**config.mk**
```make
export PLATFORM = sky130hd
export DESIGN_NAME = pal_cell
export DESIGN_NICKNAME = d
export VERILOG_FILES = /design/src/pal_pkg.sv /design/src/pal_cell.sv
export SDC_FILE = /design/constraint.sdc
export NUM_CORES = 1
export LEC_CHECK = 0
export BUFFER_PORTS_ARGS = -buffer_cell sky130_fd_sc_hd__buf_2
export CORE_ASPECT_RATIO = 1.75
export CORE_MARGIN = 2
export CORE_UTILIZATION = 33
export CTS_CLUSTER_SIZE = 28
export DETAILED_ROUTE_END_ITERATION = 12
export GPL_TIMING_DRIVEN = 0
export PLACE_DENSITY_LB_ADDON = 0.2
export SLEW_MARGIN = 0
export SYNTH_ARGS = -nofsm -noshare
export SYNTH_HDL_FRONTEND = slang
export SYNTH_SLANG_ARGS = --single-unit
```
**constraint.sdc**
```tcl
create_clock -name clock -period 2.77 [get_ports clock]
set_clock_uncertainty 0.15 [all_clocks]
set_input_delay 0.554 -clock clock [delete_from_list [all_inputs] [get_ports clock]]
set_output_delay 0.554 -clock clock [all_outputs]
set_load 0.05 [all_outputs]
```
**src/pal_pkg.sv**
```systemverilog
// ---------------------------------------------------------------------------
// pal_pkg
// Types, codes and sizes shared by the positional array list files.
// ---------------------------------------------------------------------------
package pal_pkg;

   localparam int DEPTH_DEF       = 64;
   localparam int ENTRY_WIDTH_DEF = 32;
   localparam int DEPTH_MAX       = 1024;

   // Port field widths
   localparam int FUNC_W   = 3;
   localparam int POS_W    = 7;
   localparam int VALUE_W  = 32;
   localparam int STATUS_W = 2;
   localparam int INDEX_W  = 6;
   localparam int LEN_W    = 7;

   // Cell index compare width, wide enough for any supported depth
   localparam int CELL_IDX_W = $clog2(DEPTH_MAX);

   typedef enum logic [FUNC_W-1:0] {
      FN_INS_FRONT = 3'd0,
      FN_INS_END   = 3'd1,
      FN_INS_AT    = 3'd2,
      FN_REM_FRONT = 3'd3,
      FN_REM_END   = 3'd4,
      FN_REM_AT    = 3'd5,
      FN_DUMP      = 3'd6
   } func_type;

   typedef enum logic [STATUS_W-1:0] {
      ST_OK    = 2'd0,
      ST_FULL  = 2'd1,
      ST_EMPTY = 2'd2,
      ST_RANGE = 2'd3
   } status_type;

   typedef enum logic [1:0] {
      CELL_HOLD   = 2'd0,
      CELL_INSERT = 2'd1,
      CELL_REMOVE = 2'd2,
      CELL_ROTATE = 2'd3
   } cell_op_type;

   typedef enum logic {
      FSM_IDLE = 1'b0,
      FSM_DUMP = 1'b1
   } fsm_type;

   // Broadcast from the controller to every cell
   typedef struct packed {
      cell_op_type             op;
      logic [CELL_IDX_W-1:0]   pos;   // insert / remove index
      logic [CELL_IDX_W-1:0]   tail;  // index of the last valid entry
   } cell_ctl_type;

endpackage

```
**src/pal_cell.sv**
```systemverilog
// ---------------------------------------------------------------------------
// pal_cell
// One list slot: holds an entry and shifts with its neighbors.
// ---------------------------------------------------------------------------
module pal_cell #(
   parameter int ENTRY_WIDTH = pal_pkg::ENTRY_WIDTH_DEF,
   parameter int INDEX       = 0
) (
   input  logic                     clock,
   input  pal_pkg::cell_ctl_type    ctl,
   input  logic [ENTRY_WIDTH-1:0]   new_value,
   input  logic [ENTRY_WIDTH-1:0]   left_value,
   input  logic [ENTRY_WIDTH-1:0]   right_value,
   input  logic [ENTRY_WIDTH-1:0]   head_value,
   output logic [ENTRY_WIDTH-1:0]   value,
   output logic [ENTRY_WIDTH-1:0]   match_value
);
   import pal_pkg::*;

   localparam logic [CELL_IDX_W-1:0] MY_IDX = CELL_IDX_W'(INDEX);

   logic [ENTRY_WIDTH-1:0] slot_ff;
   logic [ENTRY_WIDTH-1:0] slot_in;

   always_comb begin
      slot_in = slot_ff;
      case (ctl.op)
         CELL_INSERT: begin
            if (MY_IDX > ctl.pos) begin
               slot_in = left_value;
            end else if (MY_IDX == ctl.pos) begin
               slot_in = new_value;
            end
         end
         CELL_REMOVE: begin
            if (MY_IDX >= ctl.pos) begin
               slot_in = right_value;
            end
         end
         CELL_ROTATE: begin
            // last valid slot wraps the head around
            if (MY_IDX == ctl.tail) begin
               slot_in = head_value;
            end else if (MY_IDX < ctl.tail) begin
               slot_in = right_value;
            end
         end
         default: begin
            slot_in = slot_ff;
         end
      endcase
   end

   always_ff @(posedge clock) begin
      slot_ff <= slot_in;
   end

   assign value       = slot_ff;
   assign match_value = (MY_IDX == ctl.pos) ? slot_ff : '0;

endmodule

```
Word level (Yosys, flattened, before mapping)
Index checks and enable logic that the tools add are counted.
- $lt $le $gt $ge: 3
- eq/ne operators: 6
- multiplexer cells: 7
- reduce and logical (&&, ||, !) cells: 4
- operators by type and width (cell ; number):
    32-bit two-way mux ; 6
    32-bit one-hot mux with 3 select lines ; 1
    10-bit zero test ; 2
    1-bit by 10-bit greater-or-equal comparator with 1-bit output, first input constant ; 1
    1-bit by 10-bit greater-than comparator with 1-bit output, first input constant ; 1
    1-bit by 10-bit < comparator with 1-bit output, first input constant ; 1
    3-bit inequality test, second input constant ; 2
    2-bit == test, second input constant ; 2
    4-bit AND reduction ; 1
    3-bit nonzero test ; 1
    2-bit by 1-bit == test with 1-bit output, second input constant ; 1
    2-bit inequality test, second input constant ; 1
- register bits: 32
- input port bits: 151
- output and inout bits: 64
- word-level logic and storage cells: 21

Longest topological paths before layout
- depth in word-level cells: 4
- mapped depth: 5
- depth with buffers taken out: 4

Worst setup path after synthesis
No wires, ideal clock.
- path type: input -> register
- start point: input port ctl[10] in the netlist's numbering
- end point: register slot_ff[0], in the netlist value[0] (enable)
- setup time: 0.393 ns
- data arrival time: 2.323 ns
- data required time: 2.227 ns
- path slack: -0.095 ns
- stages on the path: 3
- buffers on the path: 0
- path through: or4_4 -> nor4_4 -> maj3_1
- cells in the longest elaborated chain, start to end: 3
- elaborated cells on any way between the ends: 6
- classes of those cells: 2 x order compare; 2 x eq/ne; 2 x reduce/logical
- ends and longest elaborated chain (element ; line ; source):
    start, declared ; pal_cell.sv:10 ; input pal_pkg::cell_ctl_type ctl,
    1-bit by 10-bit greater-than comparator with 1-bit output (tied with other cells) ; pal_cell.sv:29 ; if (MY_IDX > ctl.pos) begin
    3-bit inequality test (no line) or 2-bit inequality test (tied branches) ; -- ;
    4-bit AND reduction (no line) (*) ; -- ;
    end signal, assigned ; pal_cell.sv:55 ; slot_ff <= slot_in;
    end, declared ; pal_cell.sv:22 ; logic [ENTRY_WIDTH-1:0] slot_ff;
Every way passes the cells marked *; elsewhere a longest branch is shown, timed or not.
A chain may end at the register's enable or synchronous reset.

Final worst setup path
- start point: input port ctl[10] in the netlist's numbering
- end point: output port match_value[17]
- cells in the longest elaborated chain, start to end: 2
- ends and longest elaborated chain (element ; line ; source):
    10-bit zero test ; pal_cell.sv:59 ; assign match_value = (MY_IDX == ctl.pos) ? slot_ff : '0;
    32-bit two-way mux ; pal_cell.sv:59 ;
    end, declared ; pal_cell.sv:16 ; output logic [ENTRY_WIDTH-1:0] match_value
No other way between the ends.

==> impl_metrics.toml <==
[timing]
finalHoldViolCount = 0
worst_pin_slew_ns = 0.511
tns_ns = 0
whs_ns = 0.440
max_freq_mhz = 363
setup_ws_ns = 0.0175
finalSetupViolations = 0
rsz0062_at_grt = "true"
relSlewSlack_pct = 65.9
drv_slew = 0
fin_crit_ns = 2.75
period_share_pct = 99.4

[placed_design]
gp_congestion = 0.782
dp_cells = 482
pre_cts_ws_ns = -0.335
io_buffers = 182
dp_hpwl_mm = 5.55
postPlaceCellArea_mm2 = 0.00320

[finish]
n_fill_cell = 626
n_antenna_cell = 0
final_cell_count_no_fill = 494
fin_util_pct = 57.3
syn_to_final_growth_pct = 70.2
final_area_mm2 = 0.00372
drive_gt1_share_pct = 56.3
nets = 562
largest_reg_flops = 32

[detailed_routing]
wl_per_cell_um = 15.1
drtAntennaViolNets = 0
highest_layer = "met4"
drc = 0
drtIter0Drc = 96
dr.pass1.iters = 4
dr_wl_met3_um = 567
via_per_inst = 4.78
wl_met1_mm = 2.66
vias = 2362
met2_wirelength_mm = 4.17
routed_wl_mm = 7.47

[pwr]
power_density_mw_per_mm2 = 396
ir_drop_mv = 0.376
p_leak_nw = 1.86
power.total_mw = 1.47

[floorplan]
die_h_um = 112
core_area_mm2 = 0.00649
ios = 215
dieArea_mm2 = 0.00732
start_util_pct = 33.7
num_rows = 39
die_w_um = 65.5

[clocking]
htree_levels = 2
clkTransAtPathRegs_ns = 0.05
hold_buffers = 0
cts_tree = "built"
clock_path_buffers = 2
cts_buffers = 5
cts_root_buffer = "clkbuf_16"
clkSinkCount = 32

[yosys]
netlist.area_leader.share_pct = 44.0
synth_area_per_cell_um2 = 10.0
syn_nets = 369
ys_top_cells_by_area = "edfxtp_1, mux2i_1, and2_2"
synth_cell_type_count = 18
seq_area_frac_synth_pct = 44.0
yosysTopAreaCell = "edfxtp_1"
syn_area_mm2 = 0.00219
yosys_register_bits = 32
syn_inst = 218
ys_warn_count = 0

[grt]
grt_pass1_wl_mm = 11.1
grt_overflow_total = 0
grt_max_degree = 33
antenna_found_initial = 0
grt_pass1_vias = 2416
grtUsageTotal_pct = 19.9

[setup_path]
cp_data_arrival_time_ns = 2.05
crit_fanout = 10
start_kind = "input port"
cp.required_ns = 2.07
end_kind = "primary output"
worstSetupPathType = "input port to primary output"

[min_path]
hp-class = "input port to flop"

[status]
status = "completed"

[job]
maxCapViolCount = 0
layout by cell type (no fill, tap or decap), drive strengths merged:
master	instances
a21oi	32
and2	32
buf	191
clkbuf	18
clkinv	1
edfxtp	32
maj3	1
mux2i	32
nand2	1
nand3	1
nor2	1
nor2b	33
nor4	3
o21ai	32
or4	2
layer usage:
metal / global-route usage [%] / vias to the layer above
li1: - / 1168
met1: 20.2 / 1066
met2: 39.3 / 124
met3: 3.94 / 4
met4: 5.69 / 0
met5: 0 / -
layout make-up:
class	instances	area (µm²)	share of cell area, %
Buffer	16	108	2.89
Clock inverter	1	3.75	0.101
Sequential cell	32	961	25.8
Tap cell	82	103	2.76
Timing Repair Buffer	186	1230	33.1
Clock buffer	7	133	3.56
Multi-Input combinational cell	170	1180	31.8
power breakdown:
group / switching (mW) / internal, mW
clock: 0.179 / 0.330
sequential: 0.0179 / 0.583
combinational: 0.235 / 0.129
total: 0.432 / 1.04
critical path: stages:
cell	delay, ns
buf_6	0.09
or4_4	0.53
nor4_4	0.23
buf_6	0.19
buf_8	0.13
and2_2	0.16
buf_6	0.16
cell families after synthesis:
group,Yosys count,share of synthesized area (%)
adders and majority gates,1,0.458
muxes,32,14.7
DFF,32,44.0
AOI/OAI and AO/OA,64,14.7
buffers and inverters,16,3.09
and+or+nand+nor,73,23.2
cells in the mapped netlist:
master	n
clkbuf_2	3
buf_2	3
and2_2	28
nor4_4	1
maj3_1	1
nor4_1	2
or4_1	1
mux2i_1	32
edfxtp_1	32
nand2_1	1
or4_4	1
and2_1	4
nor2b_1	33
a21oi_1	32
nor2_1	1
o21ai_0	32
nand3_1	1
clkbuf_1	10
path summary, 6_finish.rpt:
check | startpoint | endpoint | depth (start not counted)
max | ctl[10] | match_value[17] | 7
min | right_value[26] | value[26]$_DFFE_PP_ | 3
what timing repair did:
action	4_1_cts	5_1_grt
endpoints found under the setup margin	32	64
pin swaps	6	3
resized for setup	90	19
buffers inserted	3	0
gates cloned	1	0
(Power assumes the default switching activity.)
